==> src/rtl/core/hnd_pkg.sv <==
// Shared types and constants for the Huffman node-table decoder.
// No dependencies; imported by every module of the block.
`default_nettype none

package hnd_pkg;

  // Input kinds carried on in_tuser
  localparam logic OP_LOAD = 1'b0;
  localparam logic OP_DATA = 1'b1;

  localparam int unsigned CHILD_W = 9;
  localparam int unsigned ENTRY_W = 2 * CHILD_W;
  localparam int unsigned SYM_W   = 8;
  localparam int unsigned LEN_W   = 31;
  localparam int unsigned BIT_W   = 3;

  typedef logic [CHILD_W-1:0] child_t;
  typedef logic [SYM_W-1:0]   sym_t;
  typedef logic [LEN_W-1:0]   len_t;

  typedef enum logic [1:0] {
    ST_IDLE,
    ST_WALK,
    ST_FLUSH
  } walk_state_t;

  // One decoded symbol handed from the walker to the output stage
  typedef struct packed {
    logic valid;
    sym_t symbol;
    logic run_last;
    logic chunk_done;
  } sym_push_t;

endpackage

`default_nettype wire

==> src/rtl/core/hnd_out_stage.sv <==
// Output register for decoded symbols; frees the walker from the sink.
// Uses hnd_pkg.
`default_nettype none

module hnd_out_stage
  import hnd_pkg::*;
(
  input  wire logic      clk,
  input  wire logic      rst_n,
  input  wire sym_push_t push,
  output logic           out_free,
  output logic           out_tvalid,
  input  wire logic      out_tready,
  output logic [7:0]     out_tdata,
  output logic           out_tlast,
  output logic [0:0]     out_tuser
);

  logic valid_r;
  sym_t sym_r;
  logic last_r;
  logic done_r;

  assign out_free = !valid_r || out_tready;

  always_ff @(posedge clk) begin
    if (!rst_n) begin
      valid_r <= 1'b0;
    end else if (push.valid) begin
      valid_r <= 1'b1;
    end else if (out_tready) begin
      valid_r <= 1'b0;
    end
  end

  always_ff @(posedge clk) begin
    if (push.valid) begin
      sym_r  <= push.symbol;
      last_r <= push.run_last;
      done_r <= push.chunk_done;
    end
  end

  assign out_tvalid = valid_r;
  assign out_tdata  = sym_r;
  assign out_tlast  = last_r;
  assign out_tuser  = done_r;

endmodule

`default_nettype wire

==> config.mk <==
export PLATFORM = sky130hd
export DESIGN_NAME = hnd_out_stage
export DESIGN_NICKNAME = d
export VERILOG_FILES = /design/src/rtl/core/hnd_pkg.sv /design/src/rtl/core/hnd_out_stage.sv
export SDC_FILE = /design/constraint.sdc
export NUM_CORES = 1
export LEC_CHECK = 0
export BUFFER_PORTS_ARGS = -buffer_cell sky130_fd_sc_hd__buf_2
export CAP_MARGIN = 30
export CORE_AREA = 2 2 39 41
export CTS_BUF_LIST = sky130_fd_sc_hd__clkbuf_4
export DETAILED_ROUTE_END_ITERATION = 16
export DIE_AREA = 0 0 41 43
export GPL_ROUTABILITY_DRIVEN = 0
export PLACE_DENSITY_LB_ADDON = 0.15
export SKIP_LAST_GASP = 1
export SLEW_MARGIN = 20
export SYNTH_ARGS = -nofsm -noshare
export SYNTH_HDL_FRONTEND = slang
export SYNTH_SLANG_ARGS = --single-unit
==> constraint.sdc <==
create_clock -name clk -period 0.8 [get_ports clk]
set_input_delay 0.16 -clock clk [delete_from_list [all_inputs] [get_ports clk]]
set_output_delay 0.16 -clock clk [all_outputs]
set_load 0.05 [all_outputs]
After elaboration in Yosys (flattened, before gate mapping):

Cells that the tools add are included.

* muxes and demuxes: 2
* reduce and logical (&&, ||, !) cells: 3

Operators with widths (count)
* 1-bit two-way mux: 2
* 2-bit nonzero test: 1
* 1-bit logical NOT: 1
* 1-bit logical OR: 1

* bits in registers: 11
* output and inout bits: 12

Logic depth before layout (Yosys ltp):

Gate-level depths: netlist of run 1.

* depth in word-level cells: 2
* mapped depth: 2

Worst setup path after synthesis of run 1:

OpenSTA, ideal clock, no wires.

* kind: register to register
* start point: register, netlist name out_tvalid
* end point: register valid_r (netlist: out_tvalid)
* arrival time: 1.037 ns
* slack: -0.304 ns
* buffers on the path: 0
* period minus slack after synthesis: 1.104 ns
* cell stages (with the launch flop): 3
* setup time: 0.067 ns
* cells stage by stage: dfxtp_1 > nand2b_4 > a21boi_2

RTL lines
* to (signal assigned): RTL line hnd_out_stage.sv:28 `valid_r <= 1'b0;`
* to (signal assigned): RTL line hnd_out_stage.sv:30 `valid_r <= 1'b1;`
* to (signal assigned): RTL line hnd_out_stage.sv:32 `valid_r <= 1'b0;`
* to (decl): RTL line hnd_out_stage.sv:19 `logic valid_r;`

Worst setup path after layout of run 1:

* start point: register valid_r (netlist: out_tvalid)
* end point: output out_free

* cells in the longest elaborated chain, start to end: 2

RTL lines
* 1-bit logical NOT: RTL line hnd_out_stage.sv:24 `assign out_free = !valid_r || out_tready;`
* 1-bit logical OR: RTL line hnd_out_stage.sv:24
* to (decl): RTL line hnd_out_stage.sv:11 `output logic out_free,`

Every way passes these cells.

==> metrics.md, run 1 <==
| Metric | Value |
|---|---|
| Share of layout cells above drive strength 1 | 75.6% |
| Peak VDD IR | 0.813 mV |
| Max-cap violations | 0 |
| Root buffer cell | clkbuf_4 |
| Hold_sp | push[2] |
| Seq/Total Area, Yosys | 91.8% |
| GRT overflow | 0 |
| Hold Path End | out_tdata[0] |
| Worst R2R End | out_tvalid |
| PwrDens | 2280 nW/µm² |
| Min-delay worst type | input port to flip-flop |
| Skew final | 0 ps |
| Die X | 41 µm |
| Failing checks | setup timing |
| Gr usage total | 8.58% |
| Synthesis Warnings | 0 |
| Synthesized cell area | 349 µm² |
| Power share of the clock group | 28.2% |
| Pre-Repair DR Iteration Count | 3 |
| NetSw | 390 µW |
| Final hold viol count | 0 |
| Synth Net Count | 28 |
| Flop pwr share | 49.3% |
| Num ports | 26 |
| Register Area | 324 µm² |
| Post-synth cell types | 5 |
| Switch share | 27.7% |
| N_diodes | 0 |
| Placed Area | 505 µm² |
| Initial DRC Count | 1 |
| Power Internal | 1020 µW |
| Clk buf depth | 2 |
| Logic pwr share | 22.5% |
| Fillers | 137 |
| H-tree depth | 1 |
| I/O Buffers | 25 |
| CP Launch Type | flip-flop |
| CTS clock-pin slew for the worst setup and hold paths | 70 ps |
| Setup crit end kind | output port |
| CTS buffer count | 3 |
| Hold Path Cell Cnt | 1 |
| Core box area | 1380 µm² |
| Largest net degree at the start of global routing | 12 |
| CTS tree | yes |
| Initial core utilization | 25.2% |
| Measured slew at the worst slew-check pin | 240 ps |
| Clk sink count | 11 |
| Tmin final | 986 ps |
| Vias/cell | 4.00 |
| Vias in the first global route | 251 |
| CTS Hold Bufs | 0 |
| FP Rows | 14 |
| Area Growth Syn to Fin | 77.1% |
| Setup ws final | -186 ps |
| Overall Power | 1410 µW |
| Status | finished with violations |
| Critical path class | flip-flop to output port |
| Final WL | 641 µm |
| Drt drc | 0 |
| DR WL/cell | 10.5 µm |
| #FFs+latches synth | 11 |
| Multi-input gate area | 25.0 µm² |
| R2R depth | 4 |
| Final-stage net count | 60 |
| Post-route ant nets | 0 |
| Max-slew headroom | 84.0% |
| Worst skew pair latency | 260 ps |
| Via count | 244 |
| Final worst-path cycle share | 123% |
| Crit Reg-Reg Startpoint | out_tvalid |
| Setup violations, final | 13 |
| Final Util | 44.7% |
| RSZ-0062 raised after global routing | true |
| Critical path peak fanout | 2 |
| Final instance area | 618 µm² |
| Worst EP arrival | 830 ps |
| Die Y | 43 µm |
| Die ar. | 1760 µm² |
| Setup TNS Final | -2010 ps |
| Worst EP required | 640 ps |
| Leak | 0.000274 µW |
| R2R Setup Slk | -20 ps |
| Cells after Synth | 14 |
| Avg Inst Size Synth | 24.9 µm² |
| Antenna violations before repair | 0 |
| First-pass GRT wire length | 945 µm |
| Pins Over Slew Limit | 0 |
| Fmax | 1.01 GHz |
## per-stage QoR
stage	hold WS, ps	setup slack, ps	instances
3_5_place_dp	339	0.504	56
6_report	70.4	-186	61
2_1_floorplan	259	15.8	14
5_1_grt	59.1	-220	61
3_3_place_gp	337	4.08	56
4_1_cts	57.2	-201	61
## area by class of cell
type | instances | area share, %
Sequential cell | 11 | 52.4
Tap cell | 16 | 3.24
Clock buffer | 4 | 4.86
Timing Repair Buffer | 27 | 34.8
Inverter | 1 | 0.607
Multi-Input combinational cell | 2 | 4.05
## synthesized netlist by cell type
cell	instances	area share, %
inv_1	1	1.1
a21boi_2	1	3.2
nand2b_4	1	3.9
edfxtp_1	10	86
dfxtp_1	1	5.7
## metal layers
| layer | routed length (µm) | global-route usage [%] |
|---|---|---|
| met5 | 0 | 0 |
| met3 | 44 | 3.66 |
| met2 | 411 | 14.7 |
| met1 | 177 | 6.12 |
| met4 | 7 | 8.00 |
## state kept, by name, summed over array words and instances, names as in the netlist
name,count
out_tdata,8
out_tlast,1
out_tuser,1
out_tvalid,1
## power by group through the flow
stage	combinational, µW	clock (µW)	sequential (µW)
after floorplan	18.6	0	859
after CTS	320	425	697
after global placement	259	0	697
after global routing	330	443	700
final	317	397	695
after detailed placement	262	0	698
## cell usage in the layout (no fill, tap or decap)
cell,count
a21boi_2,1
buf_2,13
buf_4,3
buf_6,10
buf_8,1
clkbuf_4,4
dfxtp_4,1
edfxtp_1,10
inv_1,1
nand2b_4,1
## worst max path at each step
| stage | from | to |
|---|---|---|
| detailed placement | out_tvalid | out_free |
| CTS | out_tvalid | out_free |
| floorplan | out_tvalid | out_tvalid |
| global route | out_tvalid | out_free |
| global placement | out_tvalid | out_free |
| finish | out_tvalid | out_free |
## cells by family after synthesis
logic type / share of synthesized area [%]
AND/OR/NAND/NOR: 3.94
AO/OA/AOI/OAI: 3.23
buffers and inverters: 1.07
flip-flops: 91.8
## timing repair
action                     4_1_cts  5_1_grt
setup endpoints to repair       12       13
pin swaps                        0        0
resized for setup               24        0
buffers inserted                 1        0
## worst max-delay path, stage by stage, from the launching register on
cell and delay [ps]:
dfxtp_4 360, nand2b_4 60, buf_8 150
(Power assumes the default switching activity.)
==> run 2: changes to the inputs <==
PLACE_DENSITY_LB_ADDON = 0.08   (was 0.15)
RECOVER_POWER = 50   (was unset)
==> metrics.md, run 2 (synthesized netlist as in run 1, its figures left out) <==
| Metric | Value |
|---|---|
| Setup crit end kind | output port |
| Vias in the first global route | 271 |
| Max-cap violations | 0 |
| Fmax | 1.01 GHz |
| Final hold viol count | 0 |
| Worst EP required | 640 ps |
| Initial DRC Count | 4 |
| Switch share | 29.2% |
| GRT overflow | 0 |
| Initial core utilization | 25.2% |
| Tmin final | 989 ps |
| Min-delay worst type | input port to flip-flop |
| Max reg flops | 8 |
| Largest net degree at the start of global routing | 12 |
| Root buffer cell | clkbuf_4 |
| Area Growth Syn to Fin | 80.6% |
| Gr usage total | 9.92% |
| Drt drc | 0 |
| Non-Filler Instances | 62 |
| Worst Hold Slack | 66.9 ps |
| N_diodes | 0 |
| CTS clock-pin slew for the worst setup and hold paths | 70 ps |
| Peak VDD IR | 1.04 mV |
| Status | finished with violations |
| Die ar. | 1760 µm² |
| Flop pwr share | 50.1% |
| Leak | 0.000281 µW |
| Final-stage net count | 61 |
| Clk buf depth | 2 |
| Via count | 249 |
| RSZ-0062 raised after global routing | true |
| NetSw | 405 µW |
| Setup ws final | -189 ps |
| Most common cell after layout, fill and taps aside | buf_2 |
| Max-slew headroom | 84.5% |
| Pins Over Slew Limit | 0 |
| Dpl cells | 56 |
| Skew final | 0 ps |
| Critical path peak fanout | 2 |
| CP Launch Type | flip-flop |
| Failing checks | setup timing |
| Commonest non-fill, non-tap cells in the layout | 13 x buf_2, 12 x buf_6, 10 x edfxtp_1 |
| H-tree depth | 1 |
| Post-route ant nets | 0 |
| Slowest CP cell | dfxtp_4 |
| Critical path class | flip-flop to output port |
| Core box area | 1380 µm² |
| Final worst-path cycle share | 124% |
| Power share of the clock group | 26.6% |
| Die X | 41 µm |
| CTS buffer count | 3 |
| First-pass GRT wire length | 1.06 mm |
| Die Y | 43 µm |
| Setup violations, final | 13 |
| Overall Power | 1390 µW |
| CTS tree | yes |
| I/O Buffers | 25 |
| Antenna violations before repair | 0 |
| Pre-Repair DR Iteration Count | 2 |
| Num ports | 26 |
| DR WL/cell | 10.1 µm |
| CP Cell Sequence | nand2b_4 > buf_8 |
| FP Rows | 14 |
| Measured slew at the worst slew-check pin | 232 ps |
| Worst skew pair latency | 260 ps |
| PwrDens | 2200 nW/µm² |
| CP max stage delay | 350 ps |
| Clk sink count | 11 |
| Logic pwr share | 23.3% |
| Final WL | 626 µm |
| Share of layout cells above drive strength 1 | 76.1% |
| Power Internal | 983 µW |
| Fillers | 137 |
| Worst EP arrival | 830 ps |
| Vias/cell | 4.02 |
-- run 2: worst paths after layout --
check              from      endpoint  slack [ps]  depth (start not counted)
max          out_tvalid      out_free        -190                          2
min             push[9]  out_tdata[7]          70                          1
max reg2reg  out_tvalid    out_tvalid        -120                          5
min reg2reg  out_tvalid    out_tvalid         750                          5
-- run 2: final cells by class --
cell class,instances,area (µm²),share of cell area (%)
Sequential cell,11,324,51.4
Timing Repair Buffer,28,230,36.5
Multi-Input combinational cell,2,25.0,3.97
Clock buffer,3,22.5,3.57
Tap cell,16,20.0,3.17
Clock inverter,1,5.00,0.794
Inverter,1,3.75,0.595
-- run 2: power by group through the flow --
stage	sequential (µW)	clock, µW	combinational [µW]
after floorplan	859	0	18.6
after global placement	697	0	259
after detailed placement	698	0	262
after CTS	696	389	320
after global routing	701	440	340
final	695	369	324
-- run 2: stage by stage --
stage | utilization (%) | setup WS, ps | area (µm²) | setup TNS, ps
6_report | 45.6 | -189 | 631 | -2160
4_1_cts | 44.5 | -201 | 616 | -2240
3_5_place_dp | 36.5 | 0.362 | 505 | 0
5_1_grt | 45.6 | -244 | 631 | -2870
3_3_place_gp | 36.5 | 3.62 | 505 | 0
2_1_floorplan | - | 15.8 | 353 | 0
-- run 2: metal layers --
layer  share of wire, %  vias to the layer above  GRT usage [%]
li1                   -                      117              -
met1                 28                      116           7.85
met2                 61                       16           16.3
met3                 11                        0           6.81
met4                  0                        0           6.00
met5                  0                        -              0
-- run 2: worst max-delay path: cells and delay by family (launching register included) --
family	cells	cell delay (ps)
flops	1	350
buf+inv	1	140
simple gates	1	70
-- run 2: timing repair --
| item | 4_1_cts | 5_1_grt |
|---|---|---|
| pin swaps | 0 | 1 |
| endpoints found under the setup margin | 12 | 13 |
| setup buffers | 1 | 2 |
| resized for setup | 24 | 2 |
| hold buffers | 0 | 0 |
