$ cat config.mk
export PLATFORM = sky130hd
export DESIGN_NAME = hnd_walker
export DESIGN_NICKNAME = d
export VERILOG_FILES = /design/src/rtl/core/hnd_pkg.sv /design/src/rtl/core/hnd_walker.sv
export SDC_FILE = /design/constraint.sdc
export NUM_CORES = 1
export LEC_CHECK = 0
export ABC_AREA = 1
export BUFFER_PORTS_ARGS = -buffer_cell sky130_fd_sc_hd__buf_4
export CORE_MARGIN = 3
export CORE_UTILIZATION = 45
export DETAILED_ROUTE_END_ITERATION = 8
export HOLD_SLACK_MARGIN = 0.05
export PLACE_DENSITY = 0.68
export REMOVE_ABC_BUFFERS = 1
export SYNTH_ARGS = -nofsm -noshare
export SYNTH_HDL_FRONTEND = slang
export SYNTH_SLANG_ARGS = --single-unit
$ cat constraint.sdc
create_clock -name clk -period 3.45 [get_ports clk]
set_clock_uncertainty 0.2 [all_clocks]
set_input_delay 0.345 -clock clk [delete_from_list [all_inputs] [get_ports clk]]
set_output_delay 0.345 -clock clk [all_outputs]
set_load 0.005 [all_outputs]
$ cat src/rtl/core/hnd_pkg.sv
// Shared types and constants for the Huffman node-table decoder.
// No dependencies; imported by every module of the block.
`default_nettype none

package hnd_pkg;

  // Input kinds carried on in_tuser
  localparam logic OP_LOAD = 1'b0;
  localparam logic OP_DATA = 1'b1;

  localparam int unsigned CHILD_W = 9;
  localparam int unsigned ENTRY_W = 2 * CHILD_W;
  localparam int unsigned SYM_W   = 8;
  localparam int unsigned LEN_W   = 31;
  localparam int unsigned BIT_W   = 3;

  typedef logic [CHILD_W-1:0] child_t;
  typedef logic [SYM_W-1:0]   sym_t;
  typedef logic [LEN_W-1:0]   len_t;

  typedef enum logic [1:0] {
    ST_IDLE,
    ST_WALK,
    ST_FLUSH
  } walk_state_t;

  // One decoded symbol handed from the walker to the output stage
  typedef struct packed {
    logic valid;
    sym_t symbol;
    logic run_last;
    logic chunk_done;
  } sym_push_t;

endpackage

`default_nettype wire

$ cat src/rtl/core/hnd_walker.sv
// Tree walker: shifts a compressed byte out one bit per cycle unless a
// decoded symbol waits on a busy output stage, follows one table lookup per
// bit and holds the newest symbol until its run_last is known. Uses hnd_pkg.
`default_nettype none

module hnd_walker
  import hnd_pkg::*;
#(
  parameter int unsigned NODE_COUNT = 255,
  parameter int unsigned AW         = 8
) (
  input  wire logic               clk,
  input  wire logic               rst_n,
  input  wire logic               start,
  input  wire sym_t               data_byte,
  input  wire logic               len_we,
  input  wire len_t               len_wdata,
  input  wire logic [ENTRY_W-1:0] entry,
  input  wire logic               out_free,
  output logic                    idle,
  output logic      [AW-1:0]      raddr,
  output sym_push_t               push
);

  localparam logic [AW-1:0] HEAD = AW'(NODE_COUNT - 1);

  walk_state_t       state_r, state_nxt;
  logic [AW-1:0]     node_r, node_nxt;
  sym_t              bits_r, bits_nxt;
  logic [BIT_W-1:0]  cnt_r, cnt_nxt;
  len_t              len_r, len_nxt;
  len_t              emit_r, emit_nxt;
  logic              pend_v_r, pend_v_nxt;
  sym_t              pend_sym_r, pend_sym_nxt;
  logic              pend_done_r, pend_done_nxt;

  child_t            child;
  logic              leaf;
  logic              ptr_ok;
  len_t              emit_inc;

  always_ff @(posedge clk) begin
    if (!rst_n) begin
      state_r  <= ST_IDLE;
      node_r   <= HEAD;
      len_r    <= '0;
      emit_r   <= '0;
      pend_v_r <= 1'b0;
    end else begin
      state_r  <= state_nxt;
      node_r   <= node_nxt;
      len_r    <= len_nxt;
      emit_r   <= emit_nxt;
      pend_v_r <= pend_v_nxt;
    end
  end

  always_ff @(posedge clk) begin
    bits_r      <= bits_nxt;
    cnt_r       <= cnt_nxt;
    pend_sym_r  <= pend_sym_nxt;
    pend_done_r <= pend_done_nxt;
  end

  assign child    = bits_r[0] ? entry[ENTRY_W-1:CHILD_W] : entry[CHILD_W-1:0];
  assign leaf     = !child[CHILD_W-1];
  assign ptr_ok   = {1'b0, child[SYM_W-1:0]} < 9'(NODE_COUNT);
  assign emit_inc = emit_r + 1'b1;

  always_comb begin
    state_nxt     = state_r;
    node_nxt      = node_r;
    bits_nxt      = bits_r;
    cnt_nxt       = cnt_r;
    len_nxt       = len_r;
    emit_nxt      = emit_r;
    pend_v_nxt    = pend_v_r;
    pend_sym_nxt  = pend_sym_r;
    pend_done_nxt = pend_done_r;
    push          = '0;
    idle          = 1'b0;

    unique case (state_r)
      ST_IDLE: begin
        idle = 1'b1;
        if (len_we) begin
          len_nxt  = len_wdata;
          emit_nxt = '0;
          node_nxt = HEAD;
        end
        if (start) begin
          bits_nxt  = data_byte;
          cnt_nxt   = '0;
          state_nxt = ST_WALK;
        end
      end

      ST_WALK: begin
        if (emit_r >= len_r) begin
          // chunk complete: drop the rest of the byte
          state_nxt = ST_FLUSH;
        end else if (!(leaf && pend_v_r && !out_free)) begin
          bits_nxt = bits_r >> 1;
          cnt_nxt  = cnt_r + 1'b1;
          if (leaf) begin
            if (pend_v_r) begin
              push.valid      = 1'b1;
              push.symbol     = pend_sym_r;
              push.run_last   = 1'b0;
              push.chunk_done = pend_done_r;
            end
            pend_v_nxt    = 1'b1;
            pend_sym_nxt  = child[SYM_W-1:0];
            pend_done_nxt = (emit_inc == len_r);
            emit_nxt      = emit_inc;
            node_nxt      = HEAD;
          end else if (ptr_ok) begin
            node_nxt = child[AW-1:0];
          end else begin
            node_nxt = HEAD;
          end
          if (cnt_r == {BIT_W{1'b1}}) begin
            state_nxt = ST_FLUSH;
          end
        end
      end

      ST_FLUSH: begin
        if (!pend_v_r) begin
          state_nxt = ST_IDLE;
        end else if (out_free) begin
          push.valid      = 1'b1;
          push.symbol     = pend_sym_r;
          push.run_last   = 1'b1;
          push.chunk_done = pend_done_r;
          pend_v_nxt      = 1'b0;
          state_nxt       = ST_IDLE;
        end
      end

      default: begin
        state_nxt = ST_IDLE;
      end
    endcase
  end

  // Always read the node the walk will stand on next cycle
  assign raddr = node_nxt;

endmodule

`default_nettype wire

# After elaboration in Yosys (flattened, before gate mapping)
# Cells that the tools add are included.
# word_totals
out_inout_bits,20
wordCells,82
reg_bits,93
input_bits,62
# op_classes
n_eq_ne,12
n_mux,41
n_lt_le_gt_ge,2
add_sub_neg,2
n_bitwise,3
reduce_logical,13
# op_table
cell,n
$mux W31,4
$mux W11,6
$mux W8,8
$pmux W31 S2,1
$pmux W8 S2,2
$add A31 B1 Y31 const B,1
$eq A31 B31 Y1,1
$ge A31 B31 Y1,1
$pmux W11 S2,1
$reduce_and A4 Y1,4
$mux W2,6
$ne A2 B2 Y1 const B,5
$mux W3,3
$mux W9,1
$ne A3 B3 Y1 const B,3
$lt A8 B8 Y1 const B,1
$mux W1,6
$pmux W2 S3,1
$pmux W3 S2,1
$reduce_and A5 Y1,1
$reduce_bool A2 Y1,2
$add A3 B1 Y3 const B,1
$eq A3 B3 Y1 const B,1
$not A1 Y1,3
other kinds (7),9

# Depth between registers and ports, before layout
# Gate-level depths: netlist of the first run.
# depth
word_depth,7
mapped_depth,15

# Worst setup path after synthesis of the first run
# OpenSTA, ideal clock, no wires.
# synth_timing
path_type,register to register
from,register emit_r[10]
to,register bits_r[0] (enable)
synth_period_minus_slack_ns,2.851
required_ns,2.853
arrival_time_ns,2.255
stages_incl_launch_ff,11
setup_slack_ns,0.599
cell_sequence,dfxtp_1 ha_1 nand2_1 inv_1 nand2_1 nand2_1 a21oi_1 nand2_1 nand2_1 nand2_2 a211oi_1
# synth_via
elab_chain_len,3
# synth_lines
element,line,source
start: declaration,hnd_walker.sv:32,"len_t emit_r, emit_nxt;"
start signal: assignment,hnd_walker.sv:53,emit_r <= emit_nxt;
$ge A31 B31 Y1,hnd_walker.sv:99,if (emit_r >= len_r) begin
$ne A2 B2 Y1 (no line),--,
$reduce_and A4 Y1 (no line),--,
end signal: assignment,hnd_walker.sv:59,bits_r <= bits_nxt;
end: declaration,hnd_walker.sv:29,"sym_t bits_r, bits_nxt;"
# No other way between the ends.
# A chain may end at the register's enable or synchronous reset.

==> key figures, run 1 <==
Run status
  – Status: completed

Timing
  – Min Tclk post-route: 3.249 ns
  – Worst Tran Pin Value: between 0.7 and 0.8 ns
  – Setup Viol. Count Final: 0
  – Setup TNS: 0 ns
  – Final setup margin: 0.2006 ns
  – Slew margin rel.: 52.19%
  – Endpoints failing hold: 0
  – Max Clock Freq: 0.3077 GHz
  – Unrepaired setup endpoints after global routing: false
  – Final number of max-transition violations: 0
  – Period utilization: 94.19%

Logic synthesis
  – Synthesis Warnings: 0
  – Mapped Area: 6390 um2
  – Register area share after synthesis: 32.27%
  – Post-synthesis mux area share: 0%
  – Cells after synthesis: 1007
  – XOR/XNOR Fraction of Synth Area: 2.134%
  – Distinct cells, synth: 32
  – Complex-gate fraction of the synthesized area: between 10% and 20%
  – Main combinational cell family by area after synthesis: simple AND/OR/NAND/NOR gates
  – Simple-Gate Fraction of Synth Area: 38.93%
  – Mean post-synth cell area: 6.345 um2
  – Synthesized-area fraction occupied by adder cells: 7.245%
  – Yosys reg bits: 93

Critical path
  – CP endpoint kind: primary output
  – Peak fanout along the critical path: 10
  – CP Class: register to primary output
  – Worst stage delay on the critical path: 0.32 ns
  – Critical Path RT: ~2.9 ns
  – Critical path buffers and inverters: 3
  – Most frequent CP cell: nand2_1
  – Worst path slowest cell: dfxtp_1
  – Startpoint Class: register
  – CP Data Arrival Time: 2.70 ns
  – Delay-heaviest family, CP: simple AND/OR/NAND/NOR gates
  – CP cell instances: inv_1 > ha_1 > nand2_1 > nor2_1 > nand2_1 > nor2_1 > nand2_1 > nand3_1 > nor2_2 > nand2_4 > inv_2 > nand2_1 > nand2_2 > and3_1 > buf_4

GRT
  – First-pass GRT wire length: ~28000 um
  – Remaining Overflow, GRT: 0
  – Initial antenna violation count: 0
  – Vias in the first global route: 5833
  – GRT Overall Usage: 21.66%
  – Largest net degree at the start of global routing: 73

Placed design
  – Placed cell count: 1236
  – DP Worst Slack: between 0.5 and 0.6 ns
  – Hpwl dp: 12060 um
  – Final GP Congestion: 0.8971
  – Count of input and output buffers: 81

CTS
  – Clock buffer depth: 2
  – TritonCTS buffer count: 9
  – Worst skew pair latency: 0.36 ns
  – Clock Pin Slew Worst Setup and Hold Paths: 0.07 ns
  – # clock sinks: between 90 and 100
  – # H-tree levels: 3
  – CTS tree: yes
  – CTS Root Cell: clkbuf_16
  – Post-CTS Setup Inserts: 0

Floorplanning
  – Cell Rows: 42
  – Initial core utilization: a little under half
  – Die Y: roughly 130 um
  – Core area: between 10000 and 15000 um2
  – Die span in x: 125.2 um
  – Ports: 82
  – Die area: 15670 um2

Hold path
  – Worst hold path class: input pin to register

Route
  – DRC violations left: 0
  – Total Wirelength: 16640 um
  – Routed vias: 6381
  – DR vias/cell: 5.076
  – Routed length per instance: 13.24 um
  – Drt first pass iters: 5
  – Initial DRC Count: ~480
  – ANT nets after route: 0

Finish
  – Synth-to-layout area growth: 17.82%
  – NumNets Final: about 1200
  – Non-Filler Instances: 1257
  – Commonest non-fill, non-tap cells in the layout: nand2_1 (325), nor2_1 (126), nand3_1 (107), inv_1 (89), buf_4 (85)
  – Most common cell after layout, fill and taps aside: nand2_1
  – Filler cells: 1384
  – N_diodes: 0
  – Share of layout cells above drive strength 1: 12.03%

Pwr
  – Pwr/cell area: slightly below 900 nW/um2
  – P_leak: 3.468 nW
  – Maximum VDD drop: 0.0004085 V

Job
  – Max_cap viols: 0
## routing by layer
metal  vias up  wire length (um)  global-route usage [%]
met2       156              7755                   35.68
met5         -                 0                       0
met1      2823              7775                   29.06
met4         0               251                   5.740
met3        20               855                   4.478
li1       3382                 -                       -
## flip-flops by register name, indices dropped and copies added (netlist names)
| signal | cells |
|---|---|
| pend_done_r | 1 |
| pend_v_r | 1 |
| emit_r | 31 |
| node_r | 8 |
| bits_r | 8 |
| pend_sym_r | 8 |
| state_r | 2 |
| len_r | 31 |
| cnt_r | 3 |
## cell usage after synthesis (all sizes together)
| library cell | number | area share, % |
|---|---|---|
| buf | 17 | 1.3 |
| and3 | 9 | 0.88 |
| a211oi | 1 | 0.12 |
| o21bai | 9 | 1.1 |
| xnor2 | 3 | 0.41 |
| dfxtp | 73 | 23 |
| clkbuf | 17 | 1.0 |
| xnor3 | 1 | 0.35 |
| inv | 92 | 5.4 |
| edfxtp | 20 | 9.4 |
| a21o | 2 | 0.23 |
| nand2 | 332 | 20 |
| a21oi | 79 | 6.4 |
| nor2 | 137 | 8.8 |
| nand3b | 3 | 0.35 |
| o21a | 1 | 0.12 |
| nand3 | 107 | 8.4 |
| or2 | 6 | 0.59 |
| and2 | 1 | 0.098 |
| xor2 | 10 | 1.4 |
| nand4 | 1 | 0.098 |
| ha | 37 | 7.2 |
| o21ai | 49 | 3.8 |
## final cells by class
class / count / area, um2 / area share, %
clock buffers: 11 / 242.7 / 3.224
clock inverters: 5 / 83.83 / 1.114
inverters: 92 / 345.3 / 4.587
multi-input cells: 788 / 3846 / 51.09
flip-flops and latches: 93 / 2062 / 27.39
well taps: 176 / 220.2 / 2.925
repair buffers: 92 / 728.2 / 9.673
## cells by family after synthesis
| logic type | after synthesis |
|---|---|
| AND/OR/NAND/NOR | 596 |
| AO/OA/AOI/OAI | 141 |
| buffers and inverters | 126 |
| flip-flops | 93 |
| adder cells (fa/ha/maj) | 37 |
| XOR/XNOR | 14 |
## tightest hold or removal path: stages
cell and delay, ns:
buf_4 0.07, o21ai_0 0.08, nor2_1 0.08
## worst paths after layout
path | startpoint | endpoint | slack [ns] | cells after the start
worst max-delay path | len_r[30] | push[7] | 0.20 | 15
worst min-delay path | len_wdata[0] | len_r[0] | 0.06 | 3
worst max register to register | emit_r[10] | emit_r[28] | 0.59 | 14
worst min register to register | len_r[2] | len_r[2] | 0.29 | 2
## report_power, final
| part | internal, W | total (W) | switching (W) |
|---|---|---|---|
| sequential | 0.00158 | 0.00196 | 0.000381 |
| clock | 0.000658 | 0.00110 | 0.000447 |
| combinational | 0.00132 | 0.00357 | 0.00225 |
## metrics by stage
step / power (W) / utilization, % / cell area (um2) / hold WS, ns
2_1_floorplan: 0.004497 / - / 6243 / 0.2292
4_1_cts: 0.006676 / 55.49 / 7523 / 0.05160
3_5_place_dp: 0.005535 / 52.71 / 7147 / 0.2848
5_1_grt: 0.007333 / 55.53 / 7528 / 0.06563
6_report: 0.006641 / 55.53 / 7528 / 0.05946
3_3_place_gp: 0.005499 / 52.71 / 7147 / 0.2822
## timing repair
item	in CTS	in global routing
gates resized for setup	0	1
hold endpoints to repair	5	0
endpoints found under the setup margin	0	9
hold buffers	5	0
Note: power is estimated with default switching activity, not from simulation.
==> run 2: changes to the inputs <==
--- a/config.mk
+++ b/config.mk
@@ -5,8 +5,9 @@
 export SDC_FILE = /design/constraint.sdc
 export NUM_CORES = 1
 export LEC_CHECK = 0
-export ABC_AREA = 1
+export ABC_AREA = 0
 export BUFFER_PORTS_ARGS = -buffer_cell sky130_fd_sc_hd__buf_4
+export CAP_MARGIN = 30
 export CORE_MARGIN = 3
 export CORE_UTILIZATION = 45
 export DETAILED_ROUTE_END_ITERATION = 8
==> key figures, run 2 <==
Run status
  – Status: completed

Logic synthesis
  – Synth Flop Type: dfxtp_1
  – Number of flops mapped to enable cells by yosys: 20 (unchanged)
  – Cells after synthesis: 715 (-29%)
  – Synthesis Warnings: 0 (unchanged)
  – Top cells by area, synth: dfxtp_1 (25%), edfxtp_1 (10%), ha_1 (7.8%)
  – Post-synth top area cell: dfxtp_1
  – Asr flop ratio synth: 0% (unchanged)
  – Most common cell in the netlist: nand2_1
  – Distinct cells, synth: 58 (+81%)
  – Register area share after synthesis: 34.86% (+2.6 points)
  – Post-synth top area share: 24.70% (+1.8 points)
  – Yosys reg bits: 93 (unchanged)
  – Mapped Area: 5916 um2 (-7.4%)
  – Mean post-synth cell area: 8.274 um2 (+30%)
  – Post-synth top cells: nand2_1 (105), dfxtp_1 (73), a21oi_1 (61)

Finish
  – Largest registers: emit_r x31, len_r x31
  – Share of layout cells above drive strength 1: 25.44% (+13 points)
  – NumNets Final: 943 (-20%)
  – Commonest non-fill, non-tap cells in the layout: buf_4 (129), nand2_1 (105), dfxtp_1 (61), a21oi_1 (56), nand3_1 (47)
  – Final core occ: 61.49% (+6.0 points)
  – N_diodes: 0 (unchanged)
  – Filler cells: 1101 (-20%)
  – Non-Filler Instances: 1021 (-19%)
  – Most common cell after layout, fill and taps aside: buf_4
  – Synth-to-layout area growth: 32.23%
  – Fin area: 7823 um2 (+3.9%)

Critical path
  – Critical Path Start: len_r[18]
  – Worst path slowest cell: a2111oi_4
  – Peak fanout along the critical path: 5 (-5)
  – CP endpoint kind: primary output
  – Worst r2r src: len_r[18]
  – Worst R2R Setup Slack: 0.07 ns (-0.52 ns)
  – CP Data Arrival Time: 2.88 ns (+0.18 ns)
  – CP Class: register to primary output
  – Most frequent CP cell: buf_4
  – Critical Path RT: 2.90 ns (about the same)
  – Worst stage delay on the critical path: 0.35 ns (+0.03 ns)
  – R2r worst-path depth: 13 (-1)
  – Startpoint Class: register
  – CP cell instances: inv_2 > ha_4 > a21oi_2 > o21ai_2 > a2111oi_4 > o311ai_1 > buf_4 > a211oi_4 > buf_4 > a21oi_4 > nor3b_1 > buf_4
  – R2r endpoint: emit_r[17]

GRT
  – GRT Overall Usage: 23.42% (+1.8 points)
  – Vias in the first global route: 5492 (-5.8%)
  – Initial antenna violation count: 0 (unchanged)
  – Remaining Overflow, GRT: 0 (unchanged)
  – First-pass GRT wire length: 27240 um (-2.9%)
  – Largest net degree at the start of global routing: 35 (-52%)

Timing
  – Slew margin rel.: 59.84% (+7.6 points)
  – Setup TNS: 0 ns (unchanged)
  – Unrepaired setup endpoints after global routing: true
  – Endpoints failing hold: 0 (unchanged)
  – Final number of max-transition violations: 0 (unchanged)
  – Period utilization: 99.41% (+5.2 points)
  – Worst Tran Pin Value: 0.5873 ns (-0.1299 ns)
  – Setup Viol. Count Final: 0 (unchanged)
  – Max Clock Freq: 0.2916 GHz (-5.3%)
  – Min Tclk post-route: 3.430 ns (+0.1802 ns)

Placed design
  – DP Area: 6863 um2 (-4.0%)
  – Final GP Congestion: 0.9088 (+1.3%)
  – Count of input and output buffers: 81 (unchanged)
  – Placed cell count: 964 (-22%)
  – Hpwl dp: 11960 um (-0.76%)

Floorplanning
  – Die area: 14560 um2 (-7.1%)
  – Ports: 82 (unchanged)
  – Die Y: 120.7 um (-3.6%)
  – Die span in x: 120.7 um (-3.6%)
  – Cell Rows: 41 (-2.4%)
  – Core area: 12720 um2 (-6.2%)
  – Initial core utilization: 46.50% (-0.63 points)

CTS
  – CTS tree: yes
  – Clock buffer depth: 2 (unchanged)
  – CTS Root Cell: clkbuf_16
  – TritonCTS buffer count: 9 (unchanged)
  – # clock sinks: 93 (unchanged)
  – # H-tree levels: 3 (unchanged)
  – Worst skew pair latency: 0.36 ns (about the same)
  – Clock Pin Slew Worst Setup and Hold Paths: 0.06 ns (about the same)

Route
  – Total Wirelength: 17420 um (+4.7%)
  – Initial DRC Count: 507 (+4.8%)
  – Routed vias: 5851 (-8.3%)
  – ANT nets after route: 0 (unchanged)
  – Drt first pass iters: 5 (unchanged)
  – DR vias/cell: 5.731 (+13%)
  – DRC violations left: 0 (unchanged)
  – Routed length per instance: 17.06 um (+29%)

Pwr
  – Pwr/cell area: 506.5 nW/um2 (-43%)
  – Maximum VDD drop: 0.0005227 V (+28%)
  – P_leak: 3.055 nW (-12%)

Job
  – Max_cap viols: 0 (unchanged)

Hold path
  – Worst hold path class: input pin to register
  – Hold Crit Depth: 3 (unchanged)
  – Beginning of the worst hold path: len_wdata[24]
  – Endpoint, Worst Hold: len_r[24]
-- run 2: worst max-delay path by stage --
stage,to,depth (start not counted)
after global routing,push[6],12
after floorplan,emit_r[15],9
after global placement,emit_r[17],12
after CTS,raddr[3],12
final,push[2],12
after detailed placement,emit_r[14],12
-- run 2: final cells by class --
class	count	area, um2	area share (%)
clock buffer	10	229.0	2.927
clock inverter	6	87.58	1.120
inverter	43	161.4	2.063
multi-input combinational	538	3781	48.34
sequential	93	2077	26.55
tap	172	215.2	2.751
timing repair buffer	159	1271	16.25
-- run 2: timing repair --
| action | 4_1_cts | 5_1_grt |
|---|---|---|
| hold buffers | 28 | 0 |
| endpoints found under the setup margin | 38 | 25 |
| buffers inserted | 3 | 8 |
| cloned | 1 | 1 |
| pin swaps | 5 | 13 |
| endpoints found under the hold margin | 28 | 0 |
| gates resized for setup | 29 | 38 |
-- run 2: logic make-up after synthesis --
kind of cell / Yosys count / synth area share (%)
fa+ha+maj: 38 / 7.995
simple gates: 277 / 23.84
compound gates: 152 / 16.05
mux: 20 / 3.722
flops: 93 / 34.86
xor+xnor: 50 / 7.783
buf+inv: 85 / 5.753
-- run 2: metal layers --
layer,global-route usage [%],routed length [um],vias to the layer above
met4,7.578,276,0
met5,0,0,-
met2,37.62,8225,188
li1,-,-,2828
met3,4.771,993,23
met1,31.62,7926,2812
-- run 2: power breakdown --
group | internal (W) | switching [W]
Clock | 0.000634 | 0.000427
Combinational | 0.000604 | 0.000855
Sequential | 0.00133 | 0.000117
Total | 0.00256 | 0.00140
-- run 2: stage by stage --
step / power, W / hold WS (ns) / worst slack [ns]
floorplan: 0.002185 / 0.2339 / -2.092
global placement: 0.002628 / 0.2455 / -0.08153
detailed placement: 0.002677 / 0.2555 / -0.1509
CTS: 0.003862 / 0.05147 / 0.0006963
global route: 0.004177 / 0.07555 / -0.1032
finish: 0.003962 / 0.05610 / 0.02044
-- run 2: critical path: cells and delay by family, from the launching register on --
kind	cells	cell delay (ns)
compound gates	6	1.16
flops	1	0.34
simple gates	1	0.24
fa+ha+maj	1	0.22
buf+inv	4	0.58
==> run 3: changes to the inputs <==
--- a/config.mk
+++ b/config.mk
@@ -7,11 +7,12 @@
 export LEC_CHECK = 0
 export ABC_AREA = 0
 export BUFFER_PORTS_ARGS = -buffer_cell sky130_fd_sc_hd__buf_4
-export CAP_MARGIN = 30
+export CAP_MARGIN = 20
 export CORE_MARGIN = 3
 export CORE_UTILIZATION = 45
 export DETAILED_ROUTE_END_ITERATION = 8
 export HOLD_SLACK_MARGIN = 0.05
+export MAX_ROUTING_LAYER = met4
 export PLACE_DENSITY = 0.68
 export REMOVE_ABC_BUFFERS = 1
 export SYNTH_ARGS = -nofsm -noshare
==> key figures, run 3 (same netlist as run 2, synthesis figures left out) <==
Run status
  – Status: completed

Critical path
  – CP cell instances: inv_2 > ha_4 > a21oi_2 > nor2_2 > a2111oi_4 > o311ai_2 > buf_4 > a211oi_4 > buf_6 > buf_8 > a21oi_1 > o21ai_0 > buf_4
  – Critical Path RT: 2.90 ns (about the same)
  – Peak fanout along the critical path: 8 (+3)
  – Startpoint Class: register
  – Worst r2r src: len_r[12]
  – Worst path slowest cell: dfxtp_2
  – Most frequent CP cell: buf_4
  – Delay-heaviest family, CP: compound AO/OA/AOI/OAI gates
  – CP endpoint kind: primary output
  – Critical path buffers and inverters: 5 (+1)
  – Worst R2R Setup Slack: 0.16 ns (+0.09 ns)
  – Worst stage delay on the critical path: 0.36 ns (about the same)
  – CP Class: register to primary output
  – R2r worst-path depth: 14 (+1)
  – CP Data Arrival Time: 2.82 ns (-0.06 ns)
  – R2r endpoint: emit_r[17]

Timing
  – Slew margin rel.: 53.45% (-6.4 points)
  – Endpoints failing hold: 0 (unchanged)
  – Worst Tran Pin Value: 0.6940 ns (+0.1067 ns)
  – Hold slack: 0.05400 ns (-0.002100 ns)
  – Final number of max-transition violations: 0 (unchanged)
  – Unrepaired setup endpoints after global routing: true
  – Period utilization: 97.55% (-1.9 points)
  – Setup Viol. Count Final: 0 (unchanged)
  – Min Tclk post-route: 3.365 ns (-0.06412 ns)
  – Max Clock Freq: 0.2971 GHz (+1.9%)

CTS
  – # H-tree levels: 3 (unchanged)
  – CTS tree: yes
  – CTS Root Cell: clkbuf_16
  – Clock buffer depth: 2 (unchanged)
  – # clock sinks: 93 (unchanged)
  – Clock Pin Slew Worst Setup and Hold Paths: 0.07 ns (about the same)
  – TritonCTS buffer count: 9 (unchanged)
  – Worst skew pair latency: 0.35 ns (about the same)

Route
  – Initial DRC Count: 436 (-14%)
  – Routed vias: 5749 (-1.7%)
  – ANT nets after route: 0 (unchanged)
  – Total Wirelength: 17300 um (-0.69%)
  – DRC violations left: 0 (unchanged)
  – Drt first pass iters: 5 (unchanged)
  – DR vias/cell: 5.642 (-1.6%)
  – Routed length per instance: 16.98 um (-0.50%)

Finish
  – Largest registers: emit_r x31, len_r x31
  – NumNets Final: 941 (-0.21%)
  – Final core occ: 61.46% (about the same)
  – Non-Filler Instances: 1019 (-0.20%)
  – N_diodes: 0 (unchanged)
  – Share of layout cells above drive strength 1: 25.74% (+0.30 points)
  – Commonest non-fill, non-tap cells in the layout: buf_4 (126), nand2_1 (105), dfxtp_1 (58), a21oi_1 (54), nand3_1 (47)
  – Synth-to-layout area growth: 32.17% (about the same)
  – Most common cell after layout, fill and taps aside: buf_4

Pwr
  – Pwr/cell area: 508.6 nW/um2 (+0.42%)
  – P_leak: 3.055 nW (about the same)
  – Maximum VDD drop: 0.0005251 V (+0.46%)
  – Overall Power: 0.003976 W (+0.37%)

Floorplanning
  – Die area: 14560 um2 (unchanged)
  – Die span in x: 120.7 um (unchanged)
  – Ports: 82 (unchanged)
  – Initial core utilization: 46.50% (unchanged)
  – Die Y: 120.7 um (unchanged)
  – Core area: 12720 um2 (unchanged)
  – Cell Rows: 41 (unchanged)

GRT
  – Largest net degree at the start of global routing: 33 (-5.7%)
  – GR peak layer: met2
  – Remaining Overflow, GRT: 0 (unchanged)
  – Met1 Use GR: 32.64% (+1.0 points)
  – Vias in the first global route: 5641 (+2.7%)
  – First-pass GRT wire length: 28060 um (+3.0%)
  – GRT Overall Usage: 24.64% (+1.2 points)
  – Initial antenna violation count: 0 (unchanged)
  – Met2 Usage GRT: 38.84% (+1.2 points)
  – Met3 GRT Util: 3.882% (-0.89 points)

Placed design
  – Final GP Congestion: 0.9839 (+8.3%)
  – Placed cell count: 966 (+0.21%)
  – Count of input and output buffers: 81 (unchanged)
  – Hpwl dp: 12290 um (+2.7%)

Job
  – Max_cap viols: 0 (unchanged)

Hold path
  – Endpoint, Worst Hold: len_r[25]
  – Worst hold path class: input pin to register
  – Beginning of the worst hold path: len_wdata[25]
  – Hold Crit Depth: 3 (unchanged)
run 3: routing by layer:
layer,vias to the layer above,wire [um]
met3,41,777
met1,2717,8006
met2,166,8117
met4,0,399
met5,-,0
li1,2825,-
run 3: worst max path at each step:
| stage | slack, ns | startpoint | depth (start not counted) | to |
|---|---|---|---|---|
| floorplan | -2.09 | len_r[18] | 9 | emit_r[15] |
| detailed placement | -0.08 | len_r[16] | 10 | push[8] |
| global placement | -0.002 | len_r[16] | 12 | emit_r[17] |
| CTS | 0.01 | len_r[16] | 13 | raddr[7] |
| finish | 0.08 | len_r[12] | 13 | raddr[7] |
| global route | -0.04 | len_r[2] | 13 | raddr[2] |
run 3: power by group:
part	switching, W	total (W)	internal (W)
clock	0.000452	0.00109	0.000639
combinational	0.000839	0.00144	0.000605
sequential	0.000115	0.00144	0.00133
total	0.00141	0.00398	0.00257
run 3: per-stage QoR:
| step | setup TNS [ns] | setup WS, ns | instance area (um2) |
|---|---|---|---|
| 2_1_floorplan | -111.32 | -2.092 | 5737 |
| 4_1_cts | 0 | 0.009773 | 7622 |
| 3_3_place_gp | -0.002487 | -0.002487 | 6878 |
| 5_1_grt | -0.1329 | -0.03894 | 7819 |
| 6_report | 0 | 0.08456 | 7819 |
| 3_5_place_dp | -0.4709 | -0.07825 | 6878 |
run 3: final cells by class:
cell class	count	area, um2
clock buffer	9	225.2
clock inverter	7	98.84
fill	1124	4903
inverter	43	161.4
multi-input combinational	537	3764
sequential	93	2081
tap	172	215.2
timing repair buffer	158	1274
run 3: worst min-delay path, delay by kind of cell:
family,cells,cell delay [ns]
buffers and inverters,1,0.11
AOI/OAI and AO/OA,1,0.05
and+or+nand+nor,1,0.05
run 3: what timing repair did:
| item | CTS | global route |
|---|---|---|
| setup endpoints to repair | 25 | 26 |
| cloned | 1 | 0 |
| resized for setup | 27 | 45 |
| pin swaps | 5 | 6 |
| hold endpoints to repair | 29 | 0 |
| hold buffers | 29 | 0 |
| buffers inserted | 3 | 4 |
